<file path="config.mk">
export PLATFORM = sky130hd
export DESIGN_NAME = mws_horner_cell
export DESIGN_NICKNAME = d
export VERILOG_FILES = /design/src/rtl/mws_pkg.sv /design/src/rtl/mws_horner_cell.sv
export SDC_FILE = /design/constraint.sdc
export NUM_CORES = 2
export LEC_CHECK = 0
export ABC_AREA = 0
export BUFFER_PORTS_ARGS = -buffer_cell sky130_fd_sc_hd__clkbuf_2
export CAP_MARGIN = 30
export CELL_PAD_IN_SITES_DETAIL_PLACEMENT = 2
export CELL_PAD_IN_SITES_GLOBAL_PLACEMENT = 2
export CORE_ASPECT_RATIO = 1.25
export CORE_MARGIN = 3
export CORE_UTILIZATION = 40
export DETAILED_ROUTE_END_ITERATION = 8
export HOLD_SLACK_MARGIN = 0.03
export PLACE_DENSITY_LB_ADDON = 0.05
export REMOVE_ABC_BUFFERS = 1
export SLEW_MARGIN = 20
export SYNTH_ARGS = -nofsm -noshare
export SYNTH_HDL_FRONTEND = slang
export SYNTH_SLANG_ARGS = --single-unit
</file>
<file path="constraint.sdc">
create_clock -name clk -period 13.33 [get_ports clk]
set_clock_uncertainty 0.1 [all_clocks]
set_input_delay 2.666 -clock clk [delete_from_list [all_inputs] [get_ports clk]]
set_output_delay 2.666 -clock clk [all_outputs]
set_load 0.01 [all_outputs]
</file>
<file path="src/rtl/mws_pkg.sv">
package mws_pkg;

	// default fraction bits of the rounded sine and cosine
	localparam int TRIG_BITS_DEF = 16;

	// Horner series, six terms each
	localparam int N_TERMS = 6;
	localparam int SIN_DIV [N_TERMS] = '{156, 110, 72, 42, 20, 6};
	localparam int COS_DIV [N_TERMS] = '{182, 132, 90, 56, 30, 12};

	localparam logic [30:0] Q30_ONE = 31'h4000_0000;
	localparam logic [31:0] PI_Q30  = 32'd3373259426;

	// internal value widths
	localparam int VEL_W = 18;  // rotated velocity, mm/s
	localparam int SUM_W = 34;  // wheel surface speed, 0.001 mm/s
	localparam int MAG_W = 32;  // magnitude of a wheel sum

	// cycles from an accepted word to its result strobe
	localparam int LATENCY = 23;

	// configuration
	localparam int          CFG_IDX_W = 1;
	localparam logic [15:0] SPAN_RST  = 16'd400;
	localparam logic [31:0] GAIN_RST  = 32'd8237;

	typedef enum logic [CFG_IDX_W-1:0] {
		CFG_SPAN = 1'b0,
		CFG_GAIN = 1'b1
	} cfg_idx_t;

	typedef enum logic [1:0] {
		MODE_STOP  = 2'd0,
		MODE_ROBOT = 2'd1,
		MODE_WORLD = 2'd2,
		MODE_RSVD  = 2'd3
	} mode_t;

endpackage

</file>
<file path="src/rtl/mws_horner_cell.sv">
module mws_horner_cell #(
	parameter int DIV = 6
) (
	input  logic        clk,
	input  logic [31:0] x2_in,
	input  logic [30:0] t_in,
	output logic [31:0] x2_out,
	output logic [30:0] t_out
);
	import mws_pkg::*;

	// exact floor(p / DIV) for any 32-bit p
	localparam int          SH    = 32 + $clog2(DIV);
	localparam logic [32:0] RECIP = 33'(((65'd1 << SH) + 65'(DIV) - 65'd1) / 65'(DIV));

	logic [61:0] prod_s1;
	logic [31:0] x2_s1;
	logic [31:0] x2_s2;
	logic [30:0] t_s2;
	logic [31:0] p;
	logic [64:0] q_full;
	logic [30:0] quo;

	always_ff @(posedge clk) begin
		prod_s1 <= 62'({31'd0, x2_in} * {32'd0, t_in});
		x2_s1   <= x2_in;
	end

	assign p      = prod_s1[61:30];
	assign q_full = {33'd0, p} * {32'd0, RECIP};
	assign quo    = 31'(q_full >> SH);

	always_ff @(posedge clk) begin
		t_s2  <= Q30_ONE - quo;
		x2_s2 <= x2_s1;
	end

	assign x2_out = x2_s2;
	assign t_out  = t_s2;

endmodule

</file>
==> flow_summary.toml <==
[grt]
grt_max_degree = 33
grt-ovfl-total = 0
grt_pass1_wl_mm = 273
track_usage = 0.283
grt_busiest_layer = "met2"
grtUsageMet3 = 0.0174
use_met1 = 0.340
grtUsageMet2 = 0.530
grt_pass1_vias = 44000
antenna_found_initial = 2

[synthesis]
synth_top_cell_area_share = 0.486
synth-edff-count = 0
synth_area_sq_mm = 0.0504
synth_cells = 5396
yosysUniqueCellTypes = 73
async_flop_share = 0
netlist_top_cells_area = "fa_1 49%, ha_1 15%, inv_1 10%, nand2_1 5.7%, dfxtp_1 5.0%"
yosysTopAreaCell = "fa_1"
synth-warning-count = 0
yosysSeqAreaShare = 0.0504
synthFlopType = "dfxtp_1"
avgSynthCellArea_sq_um = 9.34
yosys_register_bits = 127

[critical_path]
cp-startpoint = "x2_in[17]"
r2r_cells = 25
crit_family = "adder cells"
cp.depth = 26
crit_end = "prod_s1[59]"
cp_max_fo = 32
max_stage_delay_ns = 0.74
setup.worst_path.start_class = "input pin"
r2r-start = "prod_s1[42]"
required_ns = 13.60
r2r_end = "t_out[27]"
crit_type = "input pin to flop"
critical_path_arrival_ns = 11.83
crit_buf_inv = 5
cp_slowest_cell = "clkbuf_2"
path_common_cell = "fa_1"
rrSetupSlack_ns = 3.16
cp-end-kind = "flop"

[floorplan]
die_w_um = 323
core_area_sq_mm = 0.125
initial_core_util = 0.403
die-area_sq_mm = 0.130
dieHeight_um = 403
io_pins = 127
rows = 145

[clock_network]
clock_latency_ns = 0.49
clockRootBuffer = "clkbuf_16"
cts_buffers = 17
cts_max_path_buffers = 2
cts_hold_buf = 0
clock-sinks = 127
cts_tree = "built"
htreeDepth = 4
cts_resized = 0
post_cts_buffers = 0
clk_pin_slew_ns = 0.06

[finish]
area_growth_pct = 6.21
layout_common_cells = "1399 x inv_1, 1223 x fa_1, 766 x nand2_1, 605 x ha_1, 355 x and2_1"
fin_cells = 7027
drive_above_1_share = 0.0458
num-fill-cells = 13600
design_area_sq_mm = 0.0535
fin_nets = 7288
final_common_cell = "inv_1"

[drt]
vias_per_cell = 5.18
ant_nets = 0
drc = 0
drtIter0Drc = 1445
drt_first_pass_iters = 5
wl_per_cell_um = 25.4
vias = 36400
wirelength_mm = 178

[timing]
hold_viol_final = 0
rsz0062_at_grt = "no"
setup_violations = 0
whs_ns = 0.219
tightest_slew_ns = 1.08
period_minus_slack_ns = 11.56
report.final.slew_viol_count = 0
fmax_mhz = 86.5
tns_ns = 0
post-route-period-util = 0.867
relSlewSlack = 0.276

[hold_path]
hold_path.class = "flop to flop"

[run]
max_cap_viol_count = 0

[status]
outcome = "finished clean"

[place]
place.gp.congestion = 0.890
port_buffers = 126
place_area_sq_mm = 0.0527
dp_cells = 6982
dp_hpwl_mm = 152
## worst min path at each step
stage | depth (start not counted) | end | from | slack (ns)
after floorplan | 0 | x2_out[0] | x2_s1[0] | 0.21
after global placement | 0 | x2_out[22] | x2_s1[22] | 0.21
after detailed placement | 0 | x2_out[29] | x2_s1[29] | 0.21
after CTS | 0 | x2_out[6] | x2_s1[6] | 0.22
after global routing | 0 | x2_out[2] | x2_s1[2] | 0.23
final | 0 | x2_out[6] | x2_s1[6] | 0.22
## registers in the layout, summed over array words and instances (netlist names)
signal,cells
prod_s1,32
t_out,31
x2_s1,32
x2_out,32
## worst reg2reg max path, stage by stage, from the launching register on
cell and delay [ns]:
dfxtp_1 0.77, ha_1 0.39, xor2_1 0.60, ha_1 0.36
inv_1 0.23, fa_1 0.47, fa_1 0.53, inv_1 0.07
fa_1 0.56, fa_1 0.44, fa_1 0.56, inv_1 0.07
fa_1 0.48, inv_1 0.04, ha_1 0.40, nand4_1 0.24
nor3_2 0.38, nand3_1 0.29, o32ai_2 0.76, o211ai_1 0.14
and3b_1 0.25, or3_4 0.43, or4_4 0.58, or4_4 0.59
nand3b_4 0.19, xnor2_2 0.14
## through the flow
stage	setup WS [ns]	utilization
finish	1.77	0.428
CTS	1.45	0.426
floorplan	3.20	-
global placement	1.12	0.421
global route	1.26	0.428
detailed placement	0.944	0.421
## per-layer routing
metal  vias up  wire (um)  part of all wire
met5         -          0                 0
met4         0       7280             0.041
met3       231       3820             0.021
met2       562      95200              0.53
met1     19700      71900              0.40
li1      15900          -                 -
## cell families (layout without fill, tap and decap cells)
family | after synthesis | count (layout) | synth area share
AOI/OAI and AO/OA | 349 | 349 | 0.0446
other | 0 | 1 | 0
DFF | 127 | 127 | 0.0504
buffers and inverters | 1606 | 1619 | 0.120
xor gates and xnor gates | 118 | 118 | 0.0207
adders and majority gates | 1828 | 1828 | 0.636
muxes | 2 | 2 | 0.000422
and+or+nand+nor | 1366 | 1366 | 0.128
## synthesized netlist by cell type (all sizes together), types with 6 or more instances
cell type	n
o211ai	11
and3	11
o21bai	12
a211oi	15
o21a	9
o31ai	6
nand2b	20
xnor2	72
dfxtp	127
a31oi	9
a21oi	116
nand2	766
clkbuf	203
a221oi	7
and2	355
a2111oi	7
nor2	84
fa	1223
nor4	14
nand4	31
ha	605
xor2	46
nand3	24
nor3	21
a21o	52
a311oi	6
inv	1399
o21ai	64
nor2b	11
## final cells by class
type                            instances  area (sq um)  share of cell area
Antenna cell                            1          2.50           0.0000468
Clock buffer                           18           439             0.00820
Clock inverter                         14           165             0.00309
Inverter                             1399          5250              0.0981
Multi-Input combinational cell       3663         41800               0.781
Sequential cell                       127          2540              0.0475
Tap cell                             1617          2020              0.0378
Timing Repair Buffer                  188          1280              0.0240
Power is left out: the tool's default activity adds up to more than one toggle a clock period on the data nets, which glitch-free logic cannot reach.
