## src/rtl/mws_pkg.sv

```systemverilog
package mws_pkg;

	// default fraction bits of the rounded sine and cosine
	localparam int TRIG_BITS_DEF = 16;

	// Horner series, six terms each
	localparam int N_TERMS = 6;
	localparam int SIN_DIV [N_TERMS] = '{156, 110, 72, 42, 20, 6};
	localparam int COS_DIV [N_TERMS] = '{182, 132, 90, 56, 30, 12};

	localparam logic [30:0] Q30_ONE = 31'h4000_0000;
	localparam logic [31:0] PI_Q30  = 32'd3373259426;

	// internal value widths
	localparam int VEL_W = 18;  // rotated velocity, mm/s
	localparam int SUM_W = 34;  // wheel surface speed, 0.001 mm/s
	localparam int MAG_W = 32;  // magnitude of a wheel sum

	// cycles from an accepted word to its result strobe
	localparam int LATENCY = 23;

	// configuration
	localparam int          CFG_IDX_W = 1;
	localparam logic [15:0] SPAN_RST  = 16'd400;
	localparam logic [31:0] GAIN_RST  = 32'd8237;

	typedef enum logic [CFG_IDX_W-1:0] {
		CFG_SPAN = 1'b0,
		CFG_GAIN = 1'b1
	} cfg_idx_t;

	typedef enum logic [1:0] {
		MODE_STOP  = 2'd0,
		MODE_ROBOT = 2'd1,
		MODE_WORLD = 2'd2,
		MODE_RSVD  = 2'd3
	} mode_t;

endpackage

```

## src/rtl/mws_wheel_out.sv

```systemverilog
module mws_wheel_out (
	input  logic                          clk,
	input  logic signed [mws_pkg::SUM_W-1:0] sum,
	input  logic [31:0]                   gain,
	output logic signed [15:0]            rpm
);
	import mws_pkg::*;

	localparam int          Q_DIV    = 1000;
	localparam logic [64:0] HALF_DIV = 65'd32768000;  // 65536000 / 2
	localparam logic [48:0] SAT_LIM  = 49'd32768000;  // 32768 * 1000
	localparam int          R_SH     = 35;
	localparam logic [25:0] RECIP    = 26'(((64'd1 << R_SH) + 64'(Q_DIV) - 64'd1) / 64'(Q_DIV));

	logic             neg_s21, neg_s22;
	logic [63:0]      prod_s21;
	logic [MAG_W-1:0] mag;
	logic [SUM_W-1:0] abs_sum;
	logic [64:0]      n;
	logic [48:0]      m;
	logic             sat_s22;
	logic [24:0]      m_s22;
	logic [50:0]      q_full;
	logic [14:0]      q;
	logic signed [15:0] rpm_s23;

	assign abs_sum = sum[SUM_W-1] ? SUM_W'(-sum) : SUM_W'(sum);
	assign mag     = abs_sum[MAG_W-1:0];

	always_ff @(posedge clk) begin
		neg_s21  <= sum[SUM_W-1];
		prod_s21 <= {32'd0, mag} * {32'd0, gain};
	end

	// divide by 65536000: drop 16 bits, then divide by 1000
	assign n = {1'b0, prod_s21} + HALF_DIV;
	assign m = n[64:16];

	always_ff @(posedge clk) begin
		neg_s22 <= neg_s21;
		sat_s22 <= (m >= SAT_LIM);
		m_s22   <= m[24:0];
	end

	assign q_full = {26'd0, m_s22} * {25'd0, RECIP};
	assign q      = 15'(q_full >> R_SH);

	always_ff @(posedge clk) begin
		if (sat_s22) begin
			rpm_s23 <= neg_s22 ? 16'sh8000 : 16'sh7FFF;
		end else begin
			rpm_s23 <= neg_s22 ? -$signed({1'b0, q}) : $signed({1'b0, q});
		end
	end

	assign rpm = rpm_s23;

endmodule

```

## config.mk

```make
export PLATFORM = sky130hd
export DESIGN_NAME = mws_wheel_out
export DESIGN_NICKNAME = d
export VERILOG_FILES = /design/src/rtl/mws_pkg.sv /design/src/rtl/mws_wheel_out.sv
export SDC_FILE = /design/constraint.sdc
export NUM_CORES = 2
export LEC_CHECK = 0
export ABC_AREA = 1
export BUFFER_PORTS_ARGS = -buffer_cell sky130_fd_sc_hd__buf_4
export CAP_MARGIN = 20
export CORE_MARGIN = 8
export CORE_UTILIZATION = 45
export CTS_CLUSTER_DIAMETER = 120
export DETAILED_ROUTE_END_ITERATION = 8
export SYNTH_ARGS = -nofsm -noshare
export SYNTH_HDL_FRONTEND = slang
export SYNTH_SLANG_ARGS = --single-unit
```

## constraint.sdc

```tcl
create_clock -name clk -period 12.4 [get_ports clk]
set_input_delay 2.48 -clock clk [delete_from_list [all_inputs] [get_ports clk]]
set_output_delay 2.48 -clock clk [all_outputs]
set_load 0.03 [all_outputs]
```

==> flow_metrics.py <==
metrics = {
    "synthesis": {
        "postSynthAreaPerCell_um2": 7.91,
        "synth_cells": 6128,
        "synth_fp_nets": 7807,
        "netlist_area_um2": 48500,
        "synth_edf_count": 0,
        "synthFlopType": "dfxtp_1",
        "synth_cell_type_count": 52,
        "yosysWarnings": 0,
        "async_flop_share_pct": 0,
        "ys_ff_latch": 92,
        "synth_seq_area_share_pct": 3.80,
    },
    "clocking": {
        "cts_tree": "yes",
        "clk_pin_slew_worst_paths_ns": 0.07,
        "cts_setup_buffers": 0,
        "cts_root_buf": "clkbuf_16",
        "ctsHoldBuffers": 0,
        "cts_max_path_buffers": 2,
        "htree_levels": 3,
        "cts_buffers": 9,
        "postCtsResizedCells": 0,
        "clk_latency_ns": 0.37,
        "clock-sinks": 92,
    },
    "global_routing": {
        "antenna_found_initial": 3,
        "grt_pass1_wl_mm": 242,
        "grt_max_degree": 32,
        "grt-ovfl-total": 0,
        "grt_pass1_vias": 42300,
        "grt_use_total_pct": 26.9,
    },
    "timing": {
        "setup_violations": 0,
        "fin_crit_ns": 10.84,
        "fmax_mhz": 92.3,
        "drv_slew": 0,
        "slew_headroom_pct": 23.9,
        "hold_viol_final": 0,
        "finClkSkew_ns": 0.0122,
        "finalSetupTns_ns": 0,
        "rsz0062_at_grt": "false",
        "tightest_slew_ns": 1.13,
        "whs_ns": 0.330,
        "min_period_over_period_pct": 87.4,
    },
    "die": {
        "coreArea_um2": 107000,
        "row_count": 120,
        "fp.dieW_um": 344,
        "die_area_um2": 119000,
        "die_h_um": 344,
        "start_util_pct": 45.4,
        "io-pin-count": 83,
    },
    "finish": {
        "drive_gt1_share_pct": 4.03,
        "fin_nets": 7800,
        "syn_to_final_growth_pct": 5.37,
    },
    "detailed_routing": {
        "ant_nets": 0,
        "routedWlPerCell_um": 20.6,
        "drtIter0Drc": 2709,
        "viasPerCell": 5.18,
        "vias": 39100,
        "drc_errors": 0,
        "dr.pass1.iters": 5,
        "routed_wl_mm": 155,
    },
    "worst_setup_path": {
        "rrSetupSlack_ns": 5.20,
        "r2r-end": "rpm[8]$_DFF_P_",
        "crit_path_max_incr_delay_ns": 0.57,
        "path_class": "in -> reg",
        "cp-start-kind": "input pin",
        "slowest_stage": "fa_1",
        "crit_arrival_ns": 11.11,
        "critical_path.max_fanout": 11,
        "r2r_cells": 29,
        "crit_buf_inv": 8,
        "timing.rr.start": "m_s22[9]$_DFF_P_",
        "crit_required_ns": 12.67,
        "crit_path_frequent_cell": "fa_1",
        "worstSetupEndpointType": "flip-flop",
        "critPathTopFamily": "adder cells",
    },
    "worst_hold_path": {
        "min_path_cells": 0,
        "hold_start": "prod_s21[16]$_DFF_P_",
        "hold_class": "reg -> reg",
        "min_to": "m_s22[0]$_DFF_P_",
    },
    "placement": {
        "globalplace.congestion": 0.950,
        "post-dp-hpwl_mm": 132,
        "portBuffers": 81,
    },
    "run_status": {
        "status": "completed",
    },
    "flow_run": {
        "cap_violations": 0,
    },
}
[sequential cells by signal, summed over array words and instances, names as in the netlist]
signal	count
neg_s21	1
m_s22	25
sat_s22	1
rpm	16
neg_s22	1
prod_s21	48
[cell usage after synthesis (37+ instances only)]
cell type | count | area share (%)
a21oi_1 | 138 | 1.4
clkbuf_1 | 146 | 1.1
dfxtp_1 | 92 | 3.8
fa_1 | 1099 | 45
ha_1 | 513 | 13
inv_1 | 1633 | 13
nand2_1 | 1152 | 8.9
nand3_1 | 98 | 1.0
nand4_1 | 41 | 0.53
nor2_1 | 808 | 6.3
nor3_1 | 37 | 0.38
o21ai_0 | 75 | 0.77
xor2_1 | 65 | 1.2
[layout by cell type, fill, tap and decap left out, types with 30 or more instances in the layout]
| cell type | count |
|---|---|
| a21oi_1 | 138 |
| inv_1 | 1633 |
| dfxtp_1 | 92 |
| nor2_1 | 808 |
| fa_1 | 1099 |
| buf_4 | 158 |
| nand3_1 | 98 |
| nor3_1 | 37 |
| nand2_1 | 1152 |
| xnor2_1 | 30 |
| xor2_1 | 65 |
| o21ai_0 | 74 |
| nand4_1 | 41 |
| ha_1 | 513 |
[area by class of cell]
class	instances	area (um2)
Fill cell	10800	55800
Tap cell	1403	1760
Timing Repair Buffer	162	1280
Clock buffer	10	239
Multi-Input combinational cell	4202	39700
Sequential cell	92	1840
Inverter	1654	6210
Antenna cell	4	10.0
Clock inverter	6	68.8
[metrics by stage]
step | utilization, % | std cells | cell area, um2 | setup WS [ns]
after floorplan | - | 6128 | 48500 | 2.31
after CTS | 47.8 | 7528 | 51000 | 1.70
after detailed placement | 47.5 | 7512 | 50700 | 1.32
after global routing | 47.8 | 7529 | 51100 | 0.977
after global placement | 47.4 | 7511 | 50700 | 1.37
final | 47.8 | 7533 | 51100 | 1.56
[kinds of logic after synthesis]
group,synth area share (%)
AND/OR/NAND/NOR,18.3
buffers and inverters,14.4
adder cells (fa/ha/maj),58.6
AO/OA/AOI/OAI,3.15
XOR/XNOR,1.75
flip-flops,3.80
[worst reg2reg max path: cells and delay by family, from the launching register on]
| family | cells | cell delay (ns) |
|---|---|---|
| adder cells (fa/ha/maj) | 9 | 4.18 |
| flip-flops | 1 | 0.70 |
| buffers and inverters | 4 | 0.31 |
| XOR/XNOR | 2 | 0.49 |
| AND/OR/NAND/NOR | 14 | 1.48 |
[metal layers]
layer | wire [um] | vias up | GRT usage, %
li1 | - | 17700 | -
met1 | 62000 | 19500 | 33.6
met2 | 72100 | 1451 | 45.5
met3 | 11900 | 434 | 4.51
met4 | 8990 | 2 | 12.2
met5 | 13 | - | 0
[worst max-delay path by stage]
stage                       start                    to  slack [ns]  depth (start not counted)
after floorplan            sum[0]  prod_s21[49]$_DFF_P_        2.31                         41
after global placement    sum[33]  prod_s21[49]$_DFF_P_        1.37                         35
after detailed placement  sum[33]  prod_s21[49]$_DFF_P_        1.32                         35
after CTS                 sum[33]  prod_s21[49]$_DFF_P_        1.70                         35
after global routing       sum[7]  prod_s21[49]$_DFF_P_        0.98                         39
final                      sum[7]  prod_s21[49]$_DFF_P_        1.56                         39
Power is not shown: default switching activity piles up to over one toggle a cycle in this logic, so the estimate is an artifact.
